$ cat src/hdl/b2d_pkg.sv
// package for the binary to decimal ascii converter
// shared constants and the cell control struct; no dependencies

package b2d_pkg;

    localparam int DEF_VALUE_WIDTH = 64;
    localparam int DEF_MAX_DIGITS  = 20;

    localparam int IN_BITS         = 64;
    localparam int DIGIT_BITS      = 4;
    localparam int CHAR_BITS       = 6;
    localparam int OUT_TDATA_BITS  = 8;

    localparam logic [DIGIT_BITS-1:0] ADJ_LIMIT = 4'd5;
    localparam logic [DIGIT_BITS-1:0] ADJ_ADD   = 4'd3;
    localparam logic [CHAR_BITS-1:0]  ASCII_ZERO = 6'd48;

    typedef struct packed {
        logic clear;
        logic dabble;
        logic dshift;
    } cell_ctrl_t;

endpackage

$ cat src/hdl/b2d_cell.sv
// one bcd digit cell of the shift-add-3 chain
// depends on b2d_pkg for the control struct and digit constants

module b2d_cell (
    input  logic                          aclk,
    input  b2d_pkg::cell_ctrl_t           ctrl,
    input  logic                          bit_in,
    input  logic [b2d_pkg::DIGIT_BITS-1:0] digit_in,
    output logic                          bit_out,
    output logic [b2d_pkg::DIGIT_BITS-1:0] digit
);
    import b2d_pkg::*;

    logic [DIGIT_BITS-1:0] digit_reg;
    logic [DIGIT_BITS-1:0] digit_next;
    logic [DIGIT_BITS-1:0] adj;

    // add 3 to digits of 5 or more before the shift
    assign adj     = (digit_reg >= ADJ_LIMIT) ? digit_reg + ADJ_ADD : digit_reg;
    assign bit_out = adj[DIGIT_BITS-1];
    assign digit   = digit_reg;

    always_comb begin
        digit_next = digit_reg;
        if (ctrl.clear) begin
            digit_next = '0;
        end else if (ctrl.dabble) begin
            digit_next = {adj[DIGIT_BITS-2:0], bit_in};
        end else if (ctrl.dshift) begin
            digit_next = digit_in;
        end
    end

    always_ff @(posedge aclk) begin
        digit_reg <= digit_next;
    end

endmodule

$ cat src/hdl/binary_to_decimal_ascii.sv
// top level of the binary to decimal ascii converter
// depends on b2d_pkg and b2d_cell
//
//  channel | ports                      | transaction
//  --------+----------------------------+---------------------------------------
//  input   | s_tvalid s_tready s_tdata  | one unsigned binary value
//  output  | m_tvalid m_tready m_tdata  | one ascii digit, msd first, tlast on
//          | m_tlast                    | the least significant digit
//
// an input transaction for an n digit result goes through three phases: the input
// bits enter the chain of digit cells one per cycle, msb first, by the shift-add-3 step;
// then leading zeros are skipped one per cycle, and the characters are sent one per
// cycle while the output side does not stall, both by the digit shift of the chain
// reset (aresetn low, synchronous) returns the controller to idle
// an output stall simply holds the chain; a new value is taken only in idle

module binary_to_decimal_ascii #(
    parameter int VALUE_WIDTH = b2d_pkg::DEF_VALUE_WIDTH,
    parameter int MAX_DIGITS  = b2d_pkg::DEF_MAX_DIGITS
) (
    input  logic                              aclk,
    input  logic                              aresetn,
    input  logic                              s_tvalid,
    output logic                              s_tready,
    input  logic [b2d_pkg::IN_BITS-1:0]        s_tdata,   // [63:0] value
    output logic                              m_tvalid,
    input  logic                              m_tready,
    output logic [b2d_pkg::OUT_TDATA_BITS-1:0] m_tdata,   // [5:0] digit_char, [7:6] zero
    output logic                              m_tlast    // last_char
);
    import b2d_pkg::*;

    localparam int BIT_CNT_W = $clog2(VALUE_WIDTH);
    localparam int DIG_CNT_W = $clog2(MAX_DIGITS + 1);

    localparam logic [1:0] ST_IDLE = 2'd0;
    localparam logic [1:0] ST_CONV = 2'd1;
    localparam logic [1:0] ST_SKIP = 2'd2;
    localparam logic [1:0] ST_EMIT = 2'd3;

    logic [1:0]             state_reg, state_next;
    logic [VALUE_WIDTH-1:0] value_reg, value_next;
    logic [BIT_CNT_W-1:0]   bit_cnt_reg, bit_cnt_next;
    logic [DIG_CNT_W-1:0]   dig_cnt_reg, dig_cnt_next;

    cell_ctrl_t             ctrl;
    logic [DIGIT_BITS-1:0]  cell_digit [MAX_DIGITS];
    logic                   cell_carry [MAX_DIGITS];
    logic [DIGIT_BITS-1:0]  top_digit;
    logic                   in_xfer;
    logic                   out_xfer;

    assign top_digit = cell_digit[MAX_DIGITS-1];
    assign s_tready  = (state_reg == ST_IDLE);
    assign in_xfer   = s_tvalid && s_tready;
    assign m_tvalid  = (state_reg == ST_EMIT);
    assign out_xfer  = m_tvalid && m_tready;

    // character from the most significant cell
    assign m_tdata = {{(OUT_TDATA_BITS - CHAR_BITS){1'b0}},
                      ASCII_ZERO + {{(CHAR_BITS - DIGIT_BITS){1'b0}}, top_digit}};
    assign m_tlast = (dig_cnt_reg == DIG_CNT_W'(1));

    // the chain: bits ripple up one cell per step during conversion,
    // whole digits move up one cell per step while skipping or sending
    for (genvar i = 0; i < MAX_DIGITS; i++) begin : g_cell
        logic                  bit_in;
        logic [DIGIT_BITS-1:0] digit_in;
        if (i == 0) begin : g_first
            assign bit_in   = value_reg[VALUE_WIDTH-1];
            assign digit_in = '0;
        end else begin : g_rest
            assign bit_in   = cell_carry[i-1];
            assign digit_in = cell_digit[i-1];
        end
        b2d_cell u_cell (
            .aclk     (aclk),
            .ctrl     (ctrl),
            .bit_in   (bit_in),
            .digit_in (digit_in),
            .bit_out  (cell_carry[i]),
            .digit    (cell_digit[i])
        );
    end

    always_comb begin
        state_next   = state_reg;
        value_next   = value_reg;
        bit_cnt_next = bit_cnt_reg;
        dig_cnt_next = dig_cnt_reg;
        ctrl         = '0;
        case (state_reg)
            ST_IDLE: begin
                if (in_xfer) begin
                    ctrl.clear   = 1'b1;
                    value_next   = s_tdata[VALUE_WIDTH-1:0];
                    bit_cnt_next = BIT_CNT_W'(VALUE_WIDTH - 1);
                    dig_cnt_next = DIG_CNT_W'(MAX_DIGITS);
                    state_next   = ST_CONV;
                end
            end
            ST_CONV: begin
                // one input bit per cycle, msb first
                ctrl.dabble  = 1'b1;
                value_next   = {value_reg[VALUE_WIDTH-2:0], 1'b0};
                bit_cnt_next = bit_cnt_reg - BIT_CNT_W'(1);
                if (bit_cnt_reg == '0) begin
                    state_next = ST_SKIP;
                end
            end
            ST_SKIP: begin
                // drop leading zeros, the units digit always goes out
                if (top_digit == '0 && dig_cnt_reg > DIG_CNT_W'(1)) begin
                    ctrl.dshift  = 1'b1;
                    dig_cnt_next = dig_cnt_reg - DIG_CNT_W'(1);
                end else begin
                    state_next = ST_EMIT;
                end
            end
            ST_EMIT: begin
                if (out_xfer) begin
                    ctrl.dshift  = 1'b1;
                    dig_cnt_next = dig_cnt_reg - DIG_CNT_W'(1);
                    if (dig_cnt_reg == DIG_CNT_W'(1)) begin
                        state_next = ST_IDLE;
                    end
                end
            end
            default: begin
                state_next = ST_IDLE;
            end
        endcase
    end

    always_ff @(posedge aclk) begin
        if (!aresetn) begin
            state_reg <= ST_IDLE;
        end else begin
            state_reg <= state_next;
        end
        value_reg   <= value_next;
        bit_cnt_reg <= bit_cnt_next;
        dig_cnt_reg <= dig_cnt_next;
    end

endmodule
$ cat config.mk
export PLATFORM = sky130hd
export DESIGN_NAME = binary_to_decimal_ascii
export DESIGN_NICKNAME = d
export VERILOG_FILES = /design/src/hdl/b2d_pkg.sv /design/src/hdl/b2d_cell.sv /design/src/hdl/binary_to_decimal_ascii.sv
export SDC_FILE = /design/constraint.sdc
export NUM_CORES = 1
export LEC_CHECK = 0
export BUFFER_PORTS_ARGS = -buffer_cell sky130_fd_sc_hd__clkbuf_2
export CORE_MARGIN = 4
export CORE_UTILIZATION = 54
export DETAILED_ROUTE_END_ITERATION = 10
export GPL_ROUTABILITY_DRIVEN = 1
export PLACE_DENSITY = 0.81
export SYNTH_ARGS = -nofsm -noshare
export SYNTH_HDL_FRONTEND = slang
export SYNTH_SLANG_ARGS = --single-unit
$ cat constraint.sdc
create_clock -name aclk -period 6.9 [get_ports aclk]
set_clock_uncertainty 0.05 [all_clocks]
set_input_delay 0.345 -clock aclk [delete_from_list [all_inputs] [get_ports aclk]]
set_output_delay 0.345 -clock aclk [all_outputs]
set_load 0.02 [all_outputs]
# Word level (Yosys, flattened, before mapping)
# Cells that the tools add are included.
[totals]
elab_cells = 170
inputBits = 68
ff_bits = 157
out_inout_bits = 11
[op_classes]
magnitude_cmp = 21
n_eq_ne = 10
n_mux = 80
n_reduce_logical = 12
add_sub_neg = 23
[op_table]
columns = ["cell", "n"]
rows = [
  ["two-way mux 4 bit", 59],
  ["case mux 64 bit (2 select lines)", 1],
  ["greater-or-equal comparator 4 x 3 -> 1 bit, second input constant", 20],
  ["adder 4 x 2 -> 4 bit, second input constant", 19],
  ["two-way mux 64 bit", 1],
  ["two-way mux 5 bit", 3],
  ["case mux 5 bit (3 select lines)", 1],
  ["case mux 6 bit (2 select lines)", 1],
  ["two-way mux 2 bit", 5],
  ["case mux 2 bit (4 select lines)", 1],
  ["adder 5 x 5 -> 6 bit, first input constant", 1],
  ["zero test 6 bit", 1],
  ["two-way mux 6 bit", 1],
  ["inequality test 2 x 1 -> 1 bit, second input constant", 3],
  ["inequality test 2 bit, second input constant", 3],
  ["subtractor 6 x 1 -> 6 bit, second input constant", 1],
  ["== test 5 x 1 -> 1 bit, second input constant", 1],
  ["greater-than comparator 5 x 1 -> 1 bit, second input constant", 1],
  ["two-way mux 1 bit", 5],
  ["AND reduction 5 bit", 1],
  ["subtractor 5 x 1 -> 5 bit, second input constant", 1],
  ["== test 2 bit, second input constant", 2],
  ["zero test 4 bit", 1],
  ["AND reduction 4 bit", 1],
  ["9 further kinds", 12],
]

# Logic depth before layout (Yosys ltp)
# Gate-level depths: netlist of run 1.
[logic_depth]
ltp_word = 6
mapped_depth = 9
depth_no_buf = 7

# Cells and area by module
# From an unflattened synthesis of run 1, not the netlist that was laid out.
[hier_totals]
hier_cells = 920
area_unflattened_um2 = 9102.5
[by_module_without_submodules]
columns = ["mod", "cells_each", "seq_area_each_um2", "instances", "area_per_inst_um2"]
rows = [
  ["b2d_cell", 35, 80.1, 20, 280.3],
  ["binary_to_decimal_ascii", 220, 2292.2, 1, 3497.1],
]

# Worst setup path after synthesis of run 1
# OpenSTA, ideal clock, no wires.
[synth_timing]
path_kind = "register to register"
startpoint = "register state_reg[1]"
endpoint = "register bit_cnt_reg[0], enable pin"
required_time_ns = 6.255
n_path_buf = 2
setup_time_ns = 0.595
path_slack_ns = 0.244
path_stages_with_launch = 7
t_arrival_ns = 6.011
synth_period_minus_slack_ns = 6.656
path_cell_list = "dfxtp_1 -> inv_1 -> ha_1 -> buf_2 -> inv_1 -> clkbuf_1 -> o21ai_0"
[synth_between]
elab_chain_len = 4
elab_cells_between_ends = 6
cone_classes = "eq/ne: 2; reduce/logical: 4"
[synth_lines]
columns = ["item", "line_no", "text"]
rows = [
  ["start, declared", "binary_to_decimal_ascii.sv:41", "logic [1:0] state_reg, state_next;"],
  ["start signal, assigned", "binary_to_decimal_ascii.sv:139", "state_reg <= state_next;"],
  ["zero test 2 bit", "binary_to_decimal_ascii.sv:54, binary_to_decimal_ascii.sv:92", ""],
  ["logical AND 1 bit", "binary_to_decimal_ascii.sv:55", "assign in_xfer = s_tvalid && s_tready;"],
  ["inequality test 2 x 1 -> 1 bit (no source line)", "n/a", ""],
  ["AND reduction 2 bit (no source line) (*)", "n/a", ""],
  ["end signal, assigned", "binary_to_decimal_ascii.sv:142", "bit_cnt_reg <= bit_cnt_next;"],
  ["end, declared", "binary_to_decimal_ascii.sv:43", "logic [BIT_CNT_W-1:0] bit_cnt_reg, bit_cnt_next;"],
]
# Every way passes the cells marked *; elsewhere a longest branch is shown, timed or not.
# A chain may end at the register's enable or synchronous reset.

# Worst setup path in the final report of run 1
[layout_timing]
startpoint = "register state_reg[0]"
endpoint = "register g_cell[8].u_cell.digit_reg[3]"
[layout_between]
elab_chain_len = 5
elab_cells_between_ends = 13
cone_classes = "eq/ne: 3; mux: 6; reduce/logical: 4"
[layout_lines]
columns = ["item", "line_no", "text"]
rows = [
  ["== test 2 bit", "binary_to_decimal_ascii.sv:56, binary_to_decimal_ascii.sv:92", ""],
  ["logical AND 1 bit", "binary_to_decimal_ascii.sv:57", "assign out_xfer = m_tvalid && m_tready;"],
  ["two-way mux 1 bit", "binary_to_decimal_ascii.sv:121", "if (out_xfer) begin"],
  ["case mux 1 bit (2 select lines)", "binary_to_decimal_ascii.sv:92", "case (state_reg)"],
  ["nonzero test 2 bit (no source line)", "n/a", ""],
  ["end signal, assigned", "b2d_cell.sv:35", "digit_reg <= digit_next;"],
  ["end, declared", "b2d_cell.sv:14", "logic [DIGIT_BITS-1:0] digit_reg;"],
]
# Parallel ways exist; a longest one is shown, timed or not.

==> impl_results.md, run 1 <==
- FMAX: 380 MHz
- Max Fanout on Critical Path: 64
- Unrepaired setup endpoints after global routing: false
- Slew at the pin closest to its max-slew limit: 1.11 ns
- Final hold violations: 0
- Vias in the first global route: 6374
- Reg-to-Reg Start: state_reg[0]$_SDFFE_PN0P_
- Status: finished, final reports clean
- Row count: 46
- DRT Wirelength: 18.1 mm
- Final cell count without fillers: 1200
- Drt wl/cell: 15.1 um
- Worst setup EP type: flip-flop
- CTS resizes: 0
- # DRC: 0
- Diode count: 0
- Clock share of power: 19.3%
- Slew Limit Headroom: 26.3%
- # IOs: 79
- Sequential power share: 36.1%
- CTS buffer count: 17
- Post-route design area: 0.00990 mm2
- Leakage power: 3.71 nW
- Clk_lat worst skew: 0.43 ns
- Die Wd: 136 um
- Worst reg2reg path depth: 8
- Area delta synth->final: 12.1%
- EDFF count, synth: 75
- Die H: 136 um
- Net switching power: 2.00 mW
- IO Port Bufs: 74
- Clk root buf: clkbuf_16
- Most frequent cells in the layout: a21oi_1 (159), nand2_1 (124), dfxtp_1 (82), edfxtp_1 (75), clkbuf_2 (74)
- Antenna Violating Nets Remaining: 0
- Crit share post-route: 38.1%
- Max-cap violations: 0
- Startpoint Class: flip-flop
- Vias per cell: 5.61
- Setup bufs post-CTS: 0
- Reg clk slew, reported paths: 0.06 ns
- Switching Fraction: 41.4%
- Clock sinks: 157
- Pins over their slew limit: 0
- Commonest non-fill, non-tap cell in the layout: a21oi_1
- Crit path from: state_reg[0]$_SDFFE_PN0P_
- Dpl hpwl: 11.1 mm
- Tmin final: 2.63 ns
- Internal power: 2.84 mW
- R2R Path End: g_cell[8].u_cell.digit[3]$_SDFFE_PP0P_
- Ys async rst share: 0%
- Layout cells sized above 1: 20.3%
- H-tree depth: 4
- Total GRT Usage: 19.5%
- Gpl congestion: 0.783
- Post-DP Area: 0.00931 mm2
- R2R Setup Slk: 4.27 ns
- Register area share after synthesis: 44.1%
- Flops & latches, synth: 157
- Final Util: 62.1%
- Peak VDD IR: 0.344 mV
- Post-Syn Instances: 924
- Initial antenna violation count: 0
- First-pass GRT wire length: 29.7 mm
- Die area: 0.0185 mm2
- Pwr per Cell Area: 489 mW/mm2
- Synth warn: 0
- Comb pwr share: 44.6%
- WS Path Type: flip-flop to flip-flop
- Final nets: 1088
- Vias after detailed routing: 6728
- Setup TNS: 0 ns
- Overflow after GRT: 0
- Avg Inst Size Synth: 9.55 um2
- Initial Utilization: 55.4%
- Crit path capture: g_cell[8].u_cell.digit[3]$_SDFFE_PP0P_
- DRT Pass-1 Iters: 5
- Endpoints failing setup: 0
- Cell count after placement: 1168
- Largest net degree at the start of global routing: 98
- CTS Hold Buffers Added: 0
- Core area: 0.0159 mm2
- CTS max path bufs: 2
- Worst Hold Class: primary input to flip-flop
- Worst EP required: 7.19 ns
- Worst EP arrival: 2.92 ns
- CTS tree: built
- Yosys cell types: 43
- Synth Cell Area: 0.00883 mm2
- Max FFs per register: 80
- Prevailing post-synth register cell: dfxtp_1
- Initial DRC count: 608
[worst max-delay path, cell delays in order, from the launching register on]
cell and delay (ns):
dfxtp_1 0.39, inv_1 0.18, ha_1 0.29, and4bb_1 0.25
a21boi_4 0.27, a2bb2oi_4 0.16, buf_4 0.53, o211ai_1 0.22
a21oi_1 0.18
[layout make-up]
class                   count  area, um2
clock buffers              18        429
clock inverters            14        163
fillers                  1287       6040
inverters                  49        184
multi-input cells         664       4530
flip-flops and latches    157       3890
well taps                 216        270
repair buffers             82        430
[worst min-delay path by stage]
stage,from,slack [ns],depth (start not counted),to
6_report,aresetn,0.15,3,state_reg[1]$_SDFFE_PN0P_
5_1_grt,s_tdata[21],0.15,2,value_reg[21]$_DFFE_PP_
4_1_cts,aresetn,0.14,3,state_reg[1]$_SDFFE_PN0P_
3_5_place_dp,g_cell[0].u_cell.digit[0]$_SDFFE_PP0P_,0.45,2,g_cell[0].u_cell.digit[0]$_SDFFE_PP0P_
3_3_place_gp,g_cell[0].u_cell.digit[0]$_SDFFE_PP0P_,0.44,2,g_cell[0].u_cell.digit[0]$_SDFFE_PP0P_
2_1_floorplan,g_cell[0].u_cell.digit[0]$_SDFFE_PP0P_,0.42,2,g_cell[0].u_cell.digit[0]$_SDFFE_PP0P_
[Yosys cell counts (2+ instances only)]
cell type    n  area share (%)
conb_1       2           0.085
nor2_1      13            0.55
nand2_1    124             5.3
nor3_1       4            0.23
edfxtp_1    75              26
nand2b_1    20             1.4
a31oi_1      3            0.21
buf_1        2           0.085
a211oi_2    16             2.3
xnor2_1     24             2.4
mux2i_1     19             2.2
buf_4        7            0.60
clkbuf_1    32             1.4
inv_1       49             2.1
a32oi_1     17             1.7
and2_1       2            0.14
a211oi_1     3            0.26
xor2_1       2            0.20
buf_2       14            0.79
o21ai_0     74             4.2
nand3b_1     2            0.17
mux2_2      63             8.0
o31ai_1      2            0.17
o211ai_1    20             1.7
dfxtp_1     82              19
nor3b_1     19             1.6
nand3_1      5            0.28
ha_1        49             6.9
o21ai_1      8            0.45
a21oi_1    159             9.0
[power by group through the flow]
stage / Sequential, mW / Clock [mW] / Combinational (mW)
global placement: 1.74 / 0 / 2.07
floorplan: 1.70 / 0 / 1.77
finish: 1.75 / 0.934 / 2.16
detailed placement: 1.76 / 0 / 2.14
global route: 1.80 / 0.984 / 2.42
CTS: 1.74 / 0.950 / 2.16
[through the flow]
stage / setup WS, ns / total power, mW / hold WS (ns)
4_1_cts: 4.28 / 4.85 / 0.136
3_5_place_dp: 4.33 / 3.89 / 0.449
3_3_place_gp: 4.38 / 3.81 / 0.440
2_1_floorplan: 0.244 / 3.47 / 0.421
5_1_grt: 4.05 / 5.20 / 0.155
6_report: 4.27 / 4.84 / 0.150
[metal layers]
layer	global-route usage, %	share of wire, %
met1	26.0	45
met2	31.7	49
met3	3.37	3.2
met4	7.50	2.0
met5	0	0
[cell families (layout without fill, tap and decap cells)]
kind of cell               Yosys count  count (layout)  share of synthesized area, %
adders and majority gates           49              49                          6.94
DFF                                157             157                          44.1
and+or+nand+nor                    196             196                          10.3
AOI/OAI and AO/OA                  307             307                          20.8
muxes                               82              82                          10.2
buffers and inverters              105             163                          5.05
xor gates and xnor gates            26              26                          2.58
other                                2               4                        0.0851
Power figures use the tool's default switching activity.
==> run 2, diff against run 1 <==
ABC_AREA = 1   (was default)
CORE_UTILIZATION = 55   (was 54)
PLACE_DENSITY = 0.82   (was 0.81)
clock period = 2.4 ns   (was 6.9 ns; I/O delays follow)
==> run 2 against run 1 <==
Hold slack better by 0.033 ns. Global-route usage up 4.0 points. First-iteration DRC count up 34%. Via count up 39%. Power rose to 3.5 times the previous value. Sequential power rose to 3.0 times the previous value. Cell area up 16%. Setup slack worse by 4.0 ns. Cell count up 52%. Fmax up 21%. Sequential share of layout area down 5.4 points. Flip-flop and latch count unchanged. Largest power group unchanged.
==> impl_results.md, run 2 <==
- Status: finished, final reports clean
- Worst Hold Class: primary input to flip-flop
- Unrepaired setup endpoints after global routing: false
- # DRC: 0 (unchanged)
- Area delta synth->final: 17.3%
- DRT Pass-1 Iters: 5 (unchanged)
- Share of the synthesized area in the top cell type: 23.0% (-2.5 points)
- Die Wd: 141 um (+4.1%)
- EDFF count, synth: 75 (unchanged)
- Reg clk slew, reported paths: 0.06 ns (about the same)
- Avg Inst Size Synth: 6.61 um2 (-31%)
- Xor/xnor share of the synthesized area: 0.716% (-1.9 points)
- Reg-to-Reg Start: state_reg[0]$_SDFFE_PN0P_
- Synth warn: 0 (unchanged)
- Vias per cell: 5.15 (-8.1%)
- Crit path from: state_reg[0]$_SDFFE_PN0P_
- Vias after detailed routing: 9380 (+39%)
- Register area share after synthesis: 39.8% (-4.3 points)
- CP max stage delay: 0.70 ns (+0.17 ns)
- Tmin final: 2.18 ns (-0.455 ns)
- CTS Hold Buffers Added: 65 (+65)
- Worst EP required: 2.48 ns (-4.71 ns)
- WP depth: 4 (-4)
- CP delay by family, top: compound AO/OA/AOI/OAI gates
- Row count: 48 (+4.3%)
- Max Fanout on Critical Path: 24 (-63%)
- Vias in the first global route: 8475 (+33%)
- # IOs: 79 (unchanged)
- Final hold violations: 0 (unchanged)
- Layout cells sized above 1: 8.08% (-12 points)
- Yosys cell types: 29 (-33%)
- Post-synthesis mux area share: 0% (-10 points)
- Main combinational cell family by area after synthesis: simple AND/OR/NAND/NOR gates
- Largest net degree at the start of global routing: 149 (+52%)
- CTS resizes: 0 (unchanged)
- Pwr per Cell Area: 1490 mW/mm2 (+210%)
- Final WS setup: 0.224 ns (-4.05 ns)
- Pins over their slew limit: 0 (unchanged)
- WS Path Type: flip-flop to flip-flop
- Worst reg2reg path depth: 4 (-4)
- Worst EP arrival: 2.25 ns (-0.67 ns)
- Core area: 0.0174 mm2 (+8.9%)
- Fill cells: 1397 (+8.5%)
- Endpoints failing setup: 0 (unchanged)
- Dpl hpwl: 12.8 mm (+15%)
- CTS max path bufs: 2 (unchanged)
- Slew at the pin closest to its max-slew limit: 0.856 ns (-0.250 ns)
- R2R Setup Slk: 0.22 ns (-4.05 ns)
- Initial Utilization: 56.4% (+1.0 points)
- Compound-Gate Fraction of Synth Area: 6.48% (-14 points)
- Antenna Violating Nets Remaining: 0 (unchanged)
- Max FFs per register: 80 (unchanged)
- Overflow after GRT: 0 (unchanged)
- CTS tree: built
- Flops & latches, synth: 157 (unchanged)
- Worst setup EP type: flip-flop
- Cell taking the most area after synthesis: edfxtp_1
- Max-cap violations: 0 (unchanged)
- IO Port Bufs: 74 (unchanged)
- Top-count cell post-synth: nand2_1
- Total GRT Usage: 23.5% (+4.0 points)
- Ys async rst share: 0% (unchanged)
- Cell count after placement: 1724 (+48%)
- Worst path cell trace: inv_1 -> ha_1 -> o21ai_4 -> buf_12
- Crit share post-route: 90.7% (+53 points)
- DRT Wirelength: 23.7 mm (+31%)
- Setup bufs post-CTS: 0 (unchanged)
- Power Total: 17.1 mW (+250%)
- CP bufs+invs: 2 (unchanged)
- Drt wl/cell: 13.0 um (-14%)
- Final cell count without fillers: 1821 (+52%)
- Most frequent cells in the layout: nand2_1 (575), nor2_1 (233), inv_1 (148), nand3_1 (100), dfxtp_1 (81)
- H-tree depth: 4 (unchanged)
- Clk_lat worst skew: 0.43 ns (about the same)
- Peak VDD IR: 1.53 mV (+350%)
- CP max stage cell: o21ai_4
- Crit path capture: value_reg[45]$_DFFE_PP_
- Startpoint Class: flip-flop
- R2R Path End: value_reg[45]$_DFFE_PP_
- Post-route design area: 0.0115 mm2 (+16%)
- Clk root buf: clkbuf_16
- Leakage power: 6.02 nW (+62%)
- Gpl congestion: 0.826 (+5.5%)
- Die area: 0.0200 mm2 (+8.3%)
- First-pass GRT wire length: 39.0 mm (+31%)
- CTS buffer count: 17 (unchanged)
- Initial antenna violation count: 0 (unchanged)
- Prevailing post-synth register cell: dfxtp_1
- Synth top cells by count: nand2_1 (577), nor2_1 (233), inv_1 (149), nand3_1 (100), dfxtp_1 (82)
- Ranking of synthesized cells by area: edfxtp_1 (23%), nand2_1 (22%), dfxtp_1 (17%)
- Die H: 141 um (+4.1%)
- Clock sinks: 157 (unchanged)
- Slew Limit Headroom: 42.7% (+16 points)
- Commonest non-fill, non-tap cell in the layout: nand2_1
- Post-DP Area: 0.0103 mm2 (+10%)
- Post-Syn Instances: 1481 (+60%)
- Diode count: 0 (unchanged)
- Initial DRC count: 814 (+34%)
- Synth Cell Area: 0.00979 mm2 (+11%)
- Dpl ws: 0.280 ns (-4.05 ns)
- Post-Synth Simple-Gate Area: 37.2% (+27 points)
- Adder-Cell Fraction of Synth Area: 6.26% (-0.68 points)
- Final nets: 1700 (+56%)
- FMAX: 460 MHz (+21%)
## run 2: logic make-up (layout without fill, tap and decap cells)
| logic type | count (synthesis) | in the layout |
|---|---|---|
| simple gates | 924 | 924 |
| buf+inv | 219 | 332 |
| flops | 157 | 157 |
| compound gates | 122 | 122 |
| fa+ha+maj | 49 | 49 |
| xor+xnor | 8 | 8 |
| other cells | 2 | 4 |
## run 2: worst min path at each step
| stage | slack [ns] | to | start | cells after the start |
|---|---|---|---|---|
| after global placement | 0.31 | state_reg[1]$_SDFFE_PN0P_ | aresetn | 3 |
| after detailed placement | 0.33 | state_reg[1]$_SDFFE_PN0P_ | aresetn | 3 |
| final | 0.18 | g_cell[0].u_cell.digit[0]$_SDFFE_PP0P_ | m_tready | 6 |
| after global routing | 0.27 | g_cell[0].u_cell.digit[0]$_SDFFE_PP0P_ | m_tready | 6 |
| after CTS | 0.18 | g_cell[0].u_cell.digit[0]$_SDFFE_PP0P_ | m_tready | 6 |
| after floorplan | 0.18 | state_reg[1]$_SDFFE_PN0P_ | aresetn | 2 |
## run 2: per-layer routing
layer,vias to the layer above,share of wire [%],track usage (%)
met5,-,0,0
met4,0,2.2,8.28
met3,45,6.5,4.35
met2,314,48,39.6
met1,4213,43,30.4
li1,4808,-,-
## run 2: through the flow
step	TNS (ns)	hold WS (ns)	utilization [%]
after floorplan	-6.84	0.184	-
after global placement	0	0.312	59.1
after detailed placement	0	0.328	59.1
after CTS	0	0.177	66.1
after global routing	0	0.268	66.1
final	0	0.182	66.1
## run 2: area by class of cell
class | instances | area (um2) | area share, %
Inverter | 151 | 569 | 4.96
Multi-Input combinational cell | 1107 | 5000 | 43.5
Clock inverter | 15 | 138 | 1.20
Clock buffer | 17 | 425 | 3.71
Tap cell | 225 | 282 | 2.45
Sequential cell | 157 | 3890 | 33.9
Timing Repair Buffer | 149 | 1170 | 10.2
## run 2: worst min-delay path, cell delays in order
cell and delay [ns]:
clkbuf_2 0.10, a21oi_1 0.07, nand2_2 0.09, nand2_2 0.09
nor2_1 0.10, nor2_1 0.05
## run 2: where the power goes
group | internal [mW] | leakage [nW] | switching (mW) | total (mW)
clock | 1.44 | 0.269 | 1.18 | 2.62
sequential | 4.35 | 1.39 | 0.814 | 5.17
combinational | 3.16 | 4.36 | 6.17 | 9.33
